`config.mk`:
```
export PLATFORM = sky130hd
export DESIGN_NAME = display_sink_lifecycle_fsm
export DESIGN_NICKNAME = d
export VERILOG_FILES = /design/src/design/dslf_pkg.sv /design/src/design/dslf_front.sv /design/src/design/dslf_queue.sv /design/src/design/dslf_back.sv /design/src/design/display_sink_lifecycle_fsm.sv
export SDC_FILE = /design/constraint.sdc
export NUM_CORES = 1
export LEC_CHECK = 0
export BUFFER_PORTS_ARGS = -buffer_cell sky130_fd_sc_hd__buf_2
export CORE_MARGIN = 8
export CORE_UTILIZATION = 55
export CTS_CLUSTER_SIZE = 40
export DETAILED_ROUTE_END_ITERATION = 16
export PLACE_DENSITY = 0.8
export SETUP_SLACK_MARGIN = 0.1
export SYNTH_ARGS = -nofsm -noshare
export SYNTH_HDL_FRONTEND = slang
export SYNTH_SLANG_ARGS = --single-unit
export TNS_END_PERCENT = 100
```
`constraint.sdc`:
```
create_clock -name clock -period 8.5 [get_ports clock]
set_input_delay 1.7 -clock clock [delete_from_list [all_inputs] [get_ports clock]]
set_output_delay 1.7 -clock clock [all_outputs]
set_load 0.02 [all_outputs]
```
`src/design/dslf_pkg.sv`:
```
// Shared types and constants for the display sink lifecycle controller.
// Used by every module of the block; depends on nothing.
package dslf_pkg;

   localparam int QUEUE_DEPTH = 2;
   localparam int QUEUE_PTR_W = $clog2(QUEUE_DEPTH);
   localparam int QUEUE_CNT_W = $clog2(QUEUE_DEPTH + 1);

   localparam int REQ_DATA_W = 8;
   localparam int RSP_DATA_W = 24;

   typedef enum logic [2:0] {
      ST_UNAVAIL       = 3'd0,
      ST_AVAIL         = 3'd1,
      ST_CONNECTING    = 3'd2,
      ST_ACTIVE        = 3'd3,
      ST_DISCONNECTING = 3'd4,
      ST_RECOV         = 3'd5,
      ST_POISONED      = 3'd6,
      ST_DISABLED      = 3'd7
   } state_type;

   typedef enum logic [3:0] {
      EV_INIT       = 4'd0,
      EV_ENABLE     = 4'd1,
      EV_DISABLE    = 4'd2,
      EV_ACTIVATE   = 4'd3,
      EV_DEACTIVATE = 4'd4,
      EV_ADDED      = 4'd5,
      EV_REMOVED    = 4'd6,
      EV_ACTIVE     = 4'd7,
      EV_TIMEOUT    = 4'd8,
      EV_EXITED     = 4'd9,
      EV_POISON     = 4'd10,
      EV_CLEAR      = 4'd11,
      EV_UNKNOWN    = 4'd12
   } event_type;

   localparam logic [3:0] EV_LAST_CODE = 4'd11;

   typedef enum logic [2:0] {
      EXIT_STOPPED     = 3'd0,
      EXIT_UNAVAILABLE = 3'd1,
      EXIT_RECOVERABLE = 3'd2,
      EXIT_POISONED    = 3'd3,
      EXIT_OTHER       = 3'd4
   } exit_type;

   typedef struct packed {
      event_type ev;
      exit_type  kind;
      logic      fail;
   } cmd_type;

   typedef struct packed {
      logic boot_enabled;
      logic boot_poisoned;
   } boot_cfg_type;

   typedef struct packed {
      state_type  new_state;
      state_type  old_state;
      logic       transitioned;
      logic       ok;
      logic       start_req;
      logic       stop_req;
      logic       persist_write;
      logic       persist_value;
      logic       poison_record_req;
      logic       poison_clear_req;
      logic [3:0] status_flags;
   } rsp_type;

   typedef enum logic {
      CSR_BOOT_ENABLED  = 1'b0,
      CSR_BOOT_POISONED = 1'b1
   } csr_index_type;

endpackage

```
`src/design/dslf_front.sv`:
```
// Front end: takes incoming event items and classifies them into commands.
// Depends on dslf_pkg.
module dslf_front (
   input  logic [3:0]       req_func,
   input  logic [2:0]       req_child_result,
   input  logic             req_action_fail,
   output dslf_pkg::cmd_type cmd
);

   always_comb begin
      if (req_func <= dslf_pkg::EV_LAST_CODE) begin
         cmd.ev = dslf_pkg::event_type'(req_func);
      end else begin
         cmd.ev = dslf_pkg::EV_UNKNOWN;
      end
      if (req_child_result <= 3'(dslf_pkg::EXIT_POISONED)) begin
         cmd.kind = dslf_pkg::exit_type'(req_child_result);
      end else begin
         cmd.kind = dslf_pkg::EXIT_OTHER;
      end
      cmd.fail = req_action_fail;
   end

endmodule

```
`src/design/dslf_queue.sv`:
```
// Short command queue between the front end and the execution back end.
// Depends on dslf_pkg.
module dslf_queue (
   input  logic              clock,
   input  logic              reset,
   input  logic              push_valid,
   output logic              push_ready,
   input  dslf_pkg::cmd_type push_data,
   output logic              pop_valid,
   input  logic              pop_ready,
   output dslf_pkg::cmd_type pop_data
);

   dslf_pkg::cmd_type                      entry_ff [dslf_pkg::QUEUE_DEPTH];
   logic [dslf_pkg::QUEUE_PTR_W-1:0]       wr_ptr_ff, wr_ptr_in;
   logic [dslf_pkg::QUEUE_PTR_W-1:0]       rd_ptr_ff, rd_ptr_in;
   logic [dslf_pkg::QUEUE_CNT_W-1:0]       count_ff, count_in;
   logic                                   push_fire;
   logic                                   pop_fire;

   localparam logic [dslf_pkg::QUEUE_PTR_W-1:0] LAST_PTR =
      dslf_pkg::QUEUE_PTR_W'(dslf_pkg::QUEUE_DEPTH - 1);
   localparam logic [dslf_pkg::QUEUE_CNT_W-1:0] FULL_COUNT =
      dslf_pkg::QUEUE_CNT_W'(dslf_pkg::QUEUE_DEPTH);

   assign push_ready = (count_ff != FULL_COUNT);
   assign pop_valid  = (count_ff != '0);
   assign pop_data   = entry_ff[rd_ptr_ff];
   assign push_fire  = push_valid && push_ready;
   assign pop_fire   = pop_valid && pop_ready;

   always_comb begin
      wr_ptr_in = wr_ptr_ff;
      rd_ptr_in = rd_ptr_ff;
      count_in  = count_ff;
      if (push_fire) begin
         wr_ptr_in = (wr_ptr_ff == LAST_PTR) ? '0 : wr_ptr_ff + 1'b1;
      end
      if (pop_fire) begin
         rd_ptr_in = (rd_ptr_ff == LAST_PTR) ? '0 : rd_ptr_ff + 1'b1;
      end
      if (push_fire && !pop_fire) begin
         count_in = count_ff + 1'b1;
      end else if (pop_fire && !push_fire) begin
         count_in = count_ff - 1'b1;
      end
   end

   always_ff @(posedge clock) begin
      if (reset) begin
         wr_ptr_ff <= '0;
         rd_ptr_ff <= '0;
         count_ff  <= '0;
      end else begin
         wr_ptr_ff <= wr_ptr_in;
         rd_ptr_ff <= rd_ptr_in;
         count_ff  <= count_in;
      end
   end

   always_ff @(posedge clock) begin
      if (push_fire) begin
         entry_ff[wr_ptr_ff] <= push_data;
      end
   end

endmodule

```
`src/design/dslf_back.sv`:
```
// Back end: holds the lifecycle state, carries out one command per cycle unless
// the result stalls, and registers the result item. Depends on dslf_pkg.
module dslf_back (
   input  logic                   clock,
   input  logic                   reset,
   input  dslf_pkg::boot_cfg_type boot_cfg,
   input  logic                   cmd_valid,
   output logic                   cmd_ready,
   input  dslf_pkg::cmd_type      cmd,
   output logic                   rsp_valid,
   input  logic                   rsp_ready,
   output dslf_pkg::rsp_type      rsp
);

   dslf_pkg::state_type cur_state_ff, cur_state_in;
   dslf_pkg::state_type after_disc_ff, after_disc_in;
   logic                enable_intent_ff, enable_intent_in;
   logic                activate_intent_ff, activate_intent_in;
   logic                sink_here_ff, sink_here_in;
   logic                child_up_ff, child_up_in;
   logic                removed_poisoned_ff, removed_poisoned_in;
   logic                recovery_seen_ff, recovery_seen_in;
   logic                rsp_valid_ff, rsp_valid_in;
   dslf_pkg::rsp_type   rsp_ff, rsp_in;
   logic                fire;

   always_comb begin
      cmd_ready    = !rsp_valid_ff || rsp_ready;
      fire         = cmd_valid && cmd_ready;
      rsp_valid_in = fire || (rsp_valid_ff && !rsp_ready);
      rsp_valid    = rsp_valid_ff;
      rsp          = rsp_ff;
   end

   always_comb begin
      dslf_pkg::state_type st;
      dslf_pkg::state_type ad;
      logic en, ac, sh, cu, rwp, rs;
      logic chg, ok, start, stop, pw, pv, prec, pclr;
      logic start_try, start_fail, poison_try, poison_fail, fresh;

      st = cur_state_ff;
      ad = after_disc_ff;
      en = enable_intent_ff;
      ac = activate_intent_ff;
      sh = sink_here_ff;
      cu = child_up_ff;
      rwp = removed_poisoned_ff;
      rs = recovery_seen_ff;
      chg = 1'b0;
      ok = 1'b1;
      start = 1'b0;
      stop = 1'b0;
      pw = 1'b0;
      pv = 1'b0;
      prec = 1'b0;
      pclr = 1'b0;
      start_try = 1'b0;
      start_fail = cmd.fail;
      poison_try = 1'b0;
      poison_fail = cmd.fail;
      fresh = 1'b0;

      unique case (cmd.ev)
         dslf_pkg::EV_INIT: begin
            if (boot_cfg.boot_poisoned) begin
               st = dslf_pkg::ST_POISONED;
            end else if (boot_cfg.boot_enabled) begin
               st = dslf_pkg::ST_UNAVAIL;
            end else begin
               st = dslf_pkg::ST_DISABLED;
            end
            en = boot_cfg.boot_enabled && !boot_cfg.boot_poisoned;
            ac = 1'b0;
            sh = 1'b0;
            cu = 1'b0;
            rwp = 1'b0;
            rs = 1'b0;
            ad = dslf_pkg::ST_UNAVAIL;
            chg = (st != cur_state_ff);
         end
         dslf_pkg::EV_ENABLE: begin
            if (st == dslf_pkg::ST_POISONED) begin
               ok = 1'b0;
            end else if (!en && cmd.fail) begin
               pw = 1'b1;
               pv = 1'b1;
               ok = 1'b0;
            end else begin
               if (!en) begin
                  pw = 1'b1;
                  pv = 1'b1;
                  en = 1'b1;
                  start_fail = 1'b0;
               end
               chg = chg | (st != (sh ? dslf_pkg::ST_AVAIL : dslf_pkg::ST_UNAVAIL));
               st = sh ? dslf_pkg::ST_AVAIL : dslf_pkg::ST_UNAVAIL;
               start_try = 1'b1;
            end
         end
         dslf_pkg::EV_DISABLE: begin
            ac = 1'b0;
            if (en && cmd.fail) begin
               pw = 1'b1;
               ok = 1'b0;
            end else begin
               if (en) begin
                  pw = 1'b1;
                  en = 1'b0;
               end
               if (st != dslf_pkg::ST_POISONED) begin
                  if (cu) begin
                     ad = dslf_pkg::ST_DISABLED;
                     chg = chg | (st != dslf_pkg::ST_DISCONNECTING);
                     st = dslf_pkg::ST_DISCONNECTING;
                     stop = 1'b1;
                  end else begin
                     chg = chg | (st != dslf_pkg::ST_DISABLED);
                     st = dslf_pkg::ST_DISABLED;
                  end
               end
            end
         end
         dslf_pkg::EV_ACTIVATE: begin
            if (!en || st == dslf_pkg::ST_POISONED) begin
               ok = 1'b0;
            end else begin
               ac = 1'b1;
               if (st == dslf_pkg::ST_RECOV && sh) begin
                  chg = 1'b1;
                  st = dslf_pkg::ST_AVAIL;
               end
               start_try = 1'b1;
            end
         end
         dslf_pkg::EV_DEACTIVATE: begin
            ac = 1'b0;
            if (st == dslf_pkg::ST_POISONED) begin
               ok = 1'b0;
            end else if (cu) begin
               if (!en) begin
                  ad = dslf_pkg::ST_DISABLED;
               end else begin
                  ad = sh ? dslf_pkg::ST_AVAIL : dslf_pkg::ST_UNAVAIL;
               end
               chg = chg | (st != dslf_pkg::ST_DISCONNECTING);
               st = dslf_pkg::ST_DISCONNECTING;
               stop = 1'b1;
            end else if (st == dslf_pkg::ST_RECOV) begin
               chg = 1'b1;
               st = sh ? dslf_pkg::ST_AVAIL : dslf_pkg::ST_UNAVAIL;
            end
         end
         dslf_pkg::EV_ADDED: begin
            fresh = !sh;
            sh = 1'b1;
            if (st == dslf_pkg::ST_POISONED) begin
               if (rwp) begin
                  rs = 1'b1;
               end
            end else if (fresh && en && !cu) begin
               chg = chg | (st != dslf_pkg::ST_AVAIL);
               st = dslf_pkg::ST_AVAIL;
               start_try = 1'b1;
            end
         end
         dslf_pkg::EV_REMOVED: begin
            sh = 1'b0;
            ac = 1'b0;
            if (st == dslf_pkg::ST_POISONED) begin
               rwp = 1'b1;
               rs = 1'b0;
            end else if (cu) begin
               ad = en ? dslf_pkg::ST_UNAVAIL : dslf_pkg::ST_DISABLED;
               chg = chg | (st != dslf_pkg::ST_DISCONNECTING);
               st = dslf_pkg::ST_DISCONNECTING;
               stop = 1'b1;
            end else if (en) begin
               chg = chg | (st != dslf_pkg::ST_UNAVAIL);
               st = dslf_pkg::ST_UNAVAIL;
            end
         end
         dslf_pkg::EV_ACTIVE: begin
            if (cu && st == dslf_pkg::ST_CONNECTING) begin
               chg = 1'b1;
               st = dslf_pkg::ST_ACTIVE;
            end
         end
         dslf_pkg::EV_TIMEOUT: begin
            if (cu && st == dslf_pkg::ST_CONNECTING) begin
               chg = 1'b1;
               st = dslf_pkg::ST_RECOV;
               stop = 1'b1;
            end
         end
         dslf_pkg::EV_EXITED: begin
            cu = 1'b0;
            if (st != dslf_pkg::ST_POISONED) begin
               if (cmd.kind == dslf_pkg::EXIT_POISONED) begin
                  poison_try = 1'b1;
               end else if (st == dslf_pkg::ST_DISCONNECTING &&
                            cmd.kind == dslf_pkg::EXIT_STOPPED) begin
                  chg = 1'b1;
                  st = (en && sh) ? dslf_pkg::ST_AVAIL : ad;
                  chg = (st != dslf_pkg::ST_DISCONNECTING);
               end else if (cmd.kind == dslf_pkg::EXIT_UNAVAILABLE) begin
                  sh = 1'b0;
                  chg = chg | (st != (en ? dslf_pkg::ST_UNAVAIL : dslf_pkg::ST_DISABLED));
                  st = en ? dslf_pkg::ST_UNAVAIL : dslf_pkg::ST_DISABLED;
               end else if (cmd.kind == dslf_pkg::EXIT_RECOVERABLE || ac) begin
                  chg = chg | (st != dslf_pkg::ST_RECOV);
                  st = dslf_pkg::ST_RECOV;
               end else if (!en) begin
                  chg = chg | (st != dslf_pkg::ST_DISABLED);
                  st = dslf_pkg::ST_DISABLED;
               end else begin
                  chg = chg | (st != (sh ? dslf_pkg::ST_AVAIL : dslf_pkg::ST_UNAVAIL));
                  st = sh ? dslf_pkg::ST_AVAIL : dslf_pkg::ST_UNAVAIL;
               end
            end
         end
         dslf_pkg::EV_POISON: begin
            poison_try = 1'b1;
         end
         dslf_pkg::EV_CLEAR: begin
            if (st != dslf_pkg::ST_POISONED || !rs) begin
               ok = 1'b0;
            end else begin
               pclr = 1'b1;
               if (cmd.fail) begin
                  ok = 1'b0;
               end else begin
                  rwp = 1'b0;
                  rs = 1'b0;
                  chg = 1'b1;
                  st = dslf_pkg::ST_DISABLED;
               end
            end
         end
         default: begin
            ok = 1'b0;
         end
      endcase

      if (start_try && ac && en && sh && !cu && st != dslf_pkg::ST_POISONED) begin
         start = 1'b1;
         chg = 1'b1;
         cu = !start_fail;
         st = start_fail ? dslf_pkg::ST_RECOV : dslf_pkg::ST_CONNECTING;
      end

      if (cmd.ev == dslf_pkg::EV_ACTIVATE && ok) begin
         ok = (st != dslf_pkg::ST_RECOV);
      end

      if (poison_try && st != dslf_pkg::ST_POISONED) begin
         prec = 1'b1;
         if (!poison_fail && en) begin
            pw = 1'b1;
         end
         en = 1'b0;
         ac = 1'b0;
         chg = 1'b1;
         st = dslf_pkg::ST_POISONED;
         if (cu) begin
            stop = 1'b1;
         end
      end

      cur_state_in        = st;
      after_disc_in       = ad;
      enable_intent_in    = en;
      activate_intent_in  = ac;
      sink_here_in        = sh;
      child_up_in         = cu;
      removed_poisoned_in = rwp;
      recovery_seen_in    = rs;

      rsp_in.new_state         = st;
      rsp_in.old_state         = cur_state_ff;
      rsp_in.transitioned      = chg;
      rsp_in.ok                = ok;
      rsp_in.start_req         = start;
      rsp_in.stop_req          = stop;
      rsp_in.persist_write     = pw;
      rsp_in.persist_value     = pw && pv;
      rsp_in.poison_record_req = prec;
      rsp_in.poison_clear_req  = pclr;
      rsp_in.status_flags      = {rs, sh, ac, en};
   end

   always_ff @(posedge clock) begin
      if (reset) begin
         cur_state_ff        <= dslf_pkg::ST_UNAVAIL;
         after_disc_ff       <= dslf_pkg::ST_UNAVAIL;
         enable_intent_ff    <= 1'b1;
         activate_intent_ff  <= 1'b0;
         sink_here_ff        <= 1'b0;
         child_up_ff         <= 1'b0;
         removed_poisoned_ff <= 1'b0;
         recovery_seen_ff    <= 1'b0;
         rsp_valid_ff        <= 1'b0;
      end else begin
         rsp_valid_ff <= rsp_valid_in;
         if (fire) begin
            cur_state_ff        <= cur_state_in;
            after_disc_ff       <= after_disc_in;
            enable_intent_ff    <= enable_intent_in;
            activate_intent_ff  <= activate_intent_in;
            sink_here_ff        <= sink_here_in;
            child_up_ff         <= child_up_in;
            removed_poisoned_ff <= removed_poisoned_in;
            recovery_seen_ff    <= recovery_seen_in;
         end
      end
   end

   always_ff @(posedge clock) begin
      if (fire) begin
         rsp_ff <= rsp_in;
      end
   end

endmodule

```
`src/design/display_sink_lifecycle_fsm.sv`:
```
// Connection lifecycle controller for a hot-pluggable display sink. Each
// event item produces exactly one result item, registered in the back end. One
// event is executed per cycle when the result side keeps up, and a two-entry
// command queue lets the input side run ahead of a stalled result. Depends on
// dslf_pkg, dslf_front, dslf_queue, dslf_back.
module display_sink_lifecycle_fsm (
   input  logic                           clock,
   input  logic                           reset,
   input  logic                           req_tvalid,
   output logic                           req_tready,
   // Fields from bit 0: func[3:0], child_result[2:0], action_fail.
   input  logic [dslf_pkg::REQ_DATA_W-1:0] req_tdata,
   output logic                           rsp_tvalid,
   input  logic                           rsp_tready,
   // Fields from bit 0: new_state[2:0], old_state[2:0], transitioned, ok,
   // start_req, stop_req, persist_write, persist_value, poison_record_req,
   // poison_clear_req, status_flags[3:0], then zero padding.
   output logic [dslf_pkg::RSP_DATA_W-1:0] rsp_tdata,
   input  logic                           csr_we,
   input  logic                           csr_index,
   input  logic                           csr_wdata
);

   dslf_pkg::boot_cfg_type boot_cfg_ff, boot_cfg_in;
   dslf_pkg::cmd_type      front_cmd;
   dslf_pkg::cmd_type      queue_cmd;
   logic                   queue_valid;
   logic                   queue_ready;
   dslf_pkg::rsp_type      rsp;

   always_comb begin
      boot_cfg_in = boot_cfg_ff;
      if (csr_we) begin
         unique case (dslf_pkg::csr_index_type'(csr_index))
            dslf_pkg::CSR_BOOT_ENABLED:  boot_cfg_in.boot_enabled  = csr_wdata;
            dslf_pkg::CSR_BOOT_POISONED: boot_cfg_in.boot_poisoned = csr_wdata;
            default: boot_cfg_in = boot_cfg_ff;
         endcase
      end
   end

   always_ff @(posedge clock) begin
      if (reset) begin
         boot_cfg_ff.boot_enabled  <= 1'b1;
         boot_cfg_ff.boot_poisoned <= 1'b0;
      end else begin
         boot_cfg_ff <= boot_cfg_in;
      end
   end

   dslf_front u_front (
      .req_func         (req_tdata[3:0]),
      .req_child_result (req_tdata[6:4]),
      .req_action_fail  (req_tdata[7]),
      .cmd              (front_cmd)
   );

   dslf_queue u_queue (
      .clock      (clock),
      .reset      (reset),
      .push_valid (req_tvalid),
      .push_ready (req_tready),
      .push_data  (front_cmd),
      .pop_valid  (queue_valid),
      .pop_ready  (queue_ready),
      .pop_data   (queue_cmd)
   );

   dslf_back u_back (
      .clock     (clock),
      .reset     (reset),
      .boot_cfg  (boot_cfg_ff),
      .cmd_valid (queue_valid),
      .cmd_ready (queue_ready),
      .cmd       (queue_cmd),
      .rsp_valid (rsp_tvalid),
      .rsp_ready (rsp_tready),
      .rsp       (rsp)
   );

   assign rsp_tdata = {6'b0, rsp.status_flags, rsp.poison_clear_req,
                       rsp.poison_record_req, rsp.persist_value, rsp.persist_write,
                       rsp.stop_req, rsp.start_req, rsp.ok, rsp.transitioned,
                       rsp.old_state, rsp.new_state};

endmodule
```
### Word level (Yosys, flattened, before mapping)

Memories as Yosys holds them, arrays and structs flattened. A register that Yosys moved wholly into a read port is not among the register bits.
Cells that the tools add are included.
W data, S select, Z words.

* register bits: 37
* RAM bits: 16
* input port bits: 15
* logic and storage cells: 271
* memories: 1

* add/sub/neg operators: 4
* $lt $le $gt $ge: 2
* eq/ne operators: 41
* multiplexer cells: 139
* bitwise gates (word level): 1
* reduce and logical (&&, ||, !) cells: 58

Memories
* u_queue.entry_ff: depth 2, width 8, rd ports 1, clocked after Yosys merged registers in 1, write ports 1, line dslf_queue.sv:14 `dslf_pkg::cmd_type entry_ff [dslf_pkg::QUEUE_DEPTH];`

Operators with widths (count)
* $mux W3: 40
* $mux W1: 82
* $pmux W3 S11: 1
* $ne A3 B3 Y1 const B: 8
* $logic_and A1 B1 Y1: 23
* $eq A4 B3 Y1 const B: 4
* $eq A4 B4 Y1 const B: 4
* $pmux W1 S3: 5
* $logic_not A1 Y1: 12
* $ne A2 B2 Y1 const B: 6
* $pmux W3 S4: 1
* $ne A2 B1 Y1 const B: 5
* $pmux W1 S10: 1
* $reduce_or A2 Y1: 5
* $eq A3 B2 Y1 const B: 3
* $eq A3 B3 Y1 const B: 3
* $ne A3 B3 Y1: 3
* $reduce_and A9 Y1: 1
* $eq A4 B2 Y1 const B: 2
* $reduce_or A7 Y1: 1
* $mux W2: 3
* $pmux W1 S2: 3
* $pmux W1 S6: 1
* $reduce_bool A3 Y1: 2
* 19 further kinds: 26

### Logic depth before layout (Yosys ltp)

* word-level depth: 16
* depth in mapped cells: 12
* gate-level depth less buffers: 9

### Modules after synthesis

A second synthesis with hierarchy kept.

* cells, all modules: 377
* area total of the unflattened synthesis: 3420.8 um^2

By module, submodules not included
* dslf_back: times used 1, cells an instance 304, area an instance 2436.1 um^2, seq. area each 780.7 um^2
* dslf_queue: times used 1, cells an instance 49, area an instance 805.8 um^2, seq. area each 580.6 um^2
* display_sink_lifecycle_fsm: times used 1, cells an instance 16, area an instance 132.6 um^2, seq. area each 40.0 um^2
* dslf_front: times used 1, cells an instance 8, area an instance 46.3 um^2, seq. area each 0.0 um^2

### Worst setup path before layout

OpenSTA, ideal clock, no wires.

* kind: input-to-reg
* start: in rsp_tready
* end: reg u_back.child_up_ff
* data arrival time: 3.125 ns
* required time: 8.372 ns
* path slack: 5.248 ns
* stages on the path: 7
* path buffers: 1
* cells stage by stage: nand2b_1 o21ai_0 inv_1 clkbuf_1 o21ai_0 a22oi_1 nor2_1

* longest elaborated chain between the ends: 2

RTL lines
* from (decl): line display_sink_lifecycle_fsm.sv:14 `input logic rsp_tready,`
* $logic_or A1 B1 Y1: line dslf_back.sv:28 `cmd_ready = !rsp_valid_ff || rsp_ready;`
* $logic_and A1 B1 Y1: line dslf_back.sv:29 `fire = cmd_valid && cmd_ready;`
* net u_back.fire: line dslf_back.sv:25 `logic fire;`
* to (signal assigned): line dslf_back.sv:311 `child_up_ff <= child_up_in;`
* to (decl): line dslf_back.sv:20 `logic child_up_ff, child_up_in;`

The timed path passes the listed nets, and every way through them passes these cells.
A chain may end at the register's enable or synchronous reset.

==> flow_summary.ini <==
[clocking]
cts_hold_buf = 0
clk_pin_slew_ps = 100
clk_path_buf_depth = 2
cts-htree-levels = 2
cts_buffers = 5
cts_setup_buffers = 0
ctsRootBufferMaster = clkbuf_8
cts_tree = built
ctsResizeCount = 0
clock_sinks = 53
clk_latency_ps = 320

[power_and_ir_drop]
power_mw = 1.28
cellPowerDensity_nw_per_um2 = 339
ir_worst_vdd_v = 0.000248
p_leak_nw = 1.38

[route]
drc_errors = 0
routed_wl_mm = 10.0
drt_iter0_markers = 441
ant_nets = 0
drt_pass1_iterations = 5
viasPerCell = 6.73
vias = 3144
wire_per_inst_um = 21.5

[timing]
finalHoldViolCount = 0
worst_pin_slew_ps = 1090
maxSlewHeadroom_pct = 27.0
period_share_pct = 51.0
drv_slew = 0
hold_ws_ps = 495
timing.fmax_mhz = 230
setup_viol = 0
rsz0062_at_grt = no
layout_min_cycle_time_ps = 4340
clock_skew_ps = 20.2
finalSetupTns_ps = 0

[place]
hpwl_mm = 7.48
port_buffers = 34
place.gp.congestion = 0.972

[critical_path]
setup.worst_path.start_class = flop
critPathMaxStageDelay_ps = 1020
crit_chain = and3b_1, a31oi_2, o311ai_0, o41ai_1, o2111ai_1, a31oi_1, o21ai_0, o211ai_1
critPathRequiredTime_ps = 8660
critPathTopFamily = compound AO/OA/AOI/OAI gates
arrival_ps = 4490
path_class = flop to flop
cp-end-kind = flop
path_max_fanout = 27
worst-path-buf-inv = 0
crit_path_top_delay_cell = dfxtp_1

[floorplanning]
core_um2 = 6280
die_h_um = 96.1
std_cell_rows = 29
pin_count = 41
initial_utilization_pct = 56.2
die_w_um = 96.1
dieArea_um2 = 9240

[yosys]
yosysUniqueCellTypes = 83
seq_area_frac_synth_pct = 39.7
synth-edff-count = 34
synth-async-reset-ratio_pct = 0
postSynthAreaPerCell_um2 = 9.65
synth-main-ff-cell = edfxtp_1
netlist_area_um2 = 3530
ys_ff_latch = 53
yosys_warnings = 0
syn_inst = 366

[cells_and_area]
antennaDiodeCount = 0
fill_cells = 535
syn2layout_area_growth_pct = 6.87
nNetsFinal = 408
drive_gt1_share_pct = 20.5

[grt]
overflow = 0
grt.total_usage_pct = 22.4
grt_max_degree = 28
gr-usage-met2_pct = 38.8
grt_pass1_vias = 3051
top_usage_layer = met2
grtUsageMet3_pct = 4.21
antenna_found_initial = 0
grt_pass1_wl_mm = 16.0
grtUsageMet1_pct = 26.6

[flow_run]
maxCapViolations = 0

[min_path]
min_path_type = flop to flop

[outcome]
outcome = finished clean
where the power goes:
group          switching, mW  internal, mW
combinational          0.426         0.232
clock                 0.0945        0.0602
sequential            0.0869         0.378
area by class of cell:
class	instances	area, um^2	share of cell area [%]
clock buffers	5	68.8	1.82
repair buffers	38	200	5.31
well taps	77	96.3	2.55
inverters	11	41.3	1.09
clock inverters	3	26.3	0.696
flip-flops and latches	53	1400	37.1
multi-input cells	280	1940	51.4
per-layer routing:
metal	vias to the layer above	share of wire, %
li1	1436	-
met1	1501	39
met2	178	49
met3	29	8.3
met4	0	3.2
met5	-	0
final timing paths:
check,startpoint,endpoint,slack [ps],depth (start not counted)
worst max register to register,flop,u_back.rsp[8]$_DFFE_PP_,4160,8
worst max-delay path,flop,u_back.rsp[8]$_DFFE_PP_,4160,8
worst min-delay path,u_back.rsp_valid$_SDFF_PP0_,u_back.rsp_valid$_SDFF_PP0_,500,2
worst min register to register,u_back.rsp_valid$_SDFF_PP0_,u_back.rsp_valid$_SDFF_PP0_,500,2
flip-flops by register name (all words and copies together), names as in the netlist, named ones only:
| signal | cells |
|---|---|
| u_back.rsp | 18 |
| u_queue.entry_ff | 16 |
| u_back.cur_state_ff | 3 |
| boot_cfg_ff | 2 |
| u_back.after_disc_ff | 2 |
| u_queue.count_ff | 2 |
| u_back.activate_intent_ff | 1 |
| u_back.child_up_ff | 1 |
| u_back.enable_intent_ff | 1 |
| u_back.recovery_seen_ff | 1 |
| u_back.removed_poisoned_ff | 1 |
| u_back.rsp_valid | 1 |
| u_back.sink_here_ff | 1 |
| u_queue.rd_ptr_ff | 1 |
| u_queue.wr_ptr_ff | 1 |
cell families (layout without fill, tap and decap cells):
family	Yosys count	after routing	share of synthesized area (%)
XOR/XNOR	4	4	0.992
other	1	6	0.106
flip-flops	53	53	39.7
AO/OA/AOI/OAI	111	111	24.5
buffers and inverters	38	57	5.92
multiplexers	8	8	2.59
adder cells (fa/ha/maj)	4	4	1.42
AND/OR/NAND/NOR	147	147	24.8
synth_stat cells (all sizes together), types with 4 or more instances:
cell type / number / area share (%)
nor2: 37 / 4.6
inv: 11 / 1.2
a211oi: 7 / 1.6
a22oi: 4 / 1.2
clkbuf: 13 / 1.4
or3: 6 / 1.1
o21ai: 16 / 2.3
mux2i: 5 / 1.5
o221ai: 4 / 0.99
nand3: 6 / 0.85
a31oi: 6 / 1.2
a21oi: 22 / 3.1
nor4: 6 / 1.1
edfxtp: 34 / 29
nand2b: 7 / 1.5
o22ai: 6 / 1.4
ha: 4 / 1.4
nor2b: 9 / 1.7
dfxtp: 19 / 11
nor3b: 8 / 2.6
and3b: 6 / 1.7
o211ai: 6 / 1.3
buf: 14 / 3.3
nand2: 24 / 2.8
o32ai: 6 / 1.5
nor3: 19 / 3.0
or2: 4 / 0.71
cell usage in the layout (no fill, tap or decap), drive strengths merged, types with 4 or more instances in the layout:
master and count:
a211oi 7, a21oi 22, a22oi 4, a31oi 6
and3b 6, buf 38, clkbuf 5, conb 6
dfxtp 19, edfxtp 34, ha 4, inv 12
mux2i 5, nand2 24, nand2b 7, nand3 6
nor2 37, nor2b 9, nor3 19, nor3b 8
nor4 6, o211ai 6, o21ai 16, o221ai 4
o22ai 6, o32ai 6, or2 4, or3 6
worst register-to-register path, cell delays in order, from the launching register on:
cell and delay, ps:
dfxtp_1 1020, and3b_1 290, a31oi_2 540, o311ai_0 310, o41ai_1 520, o2111ai_1 230, a31oi_1 920, o21ai_0 230
o211ai_1 140
per-stage QoR:
stage	area, um^2	worst slack [ps]	instances	util (%)
after floorplan	3550	5250	371	-
after global placement	3680	4400	459	58.6
after detailed placement	3680	4280	459	58.6
after CTS	3770	4290	467	60.1
after global routing	3770	3890	467	60.1
final	3770	4160	467	60.1
(Power assumes the default switching activity.)
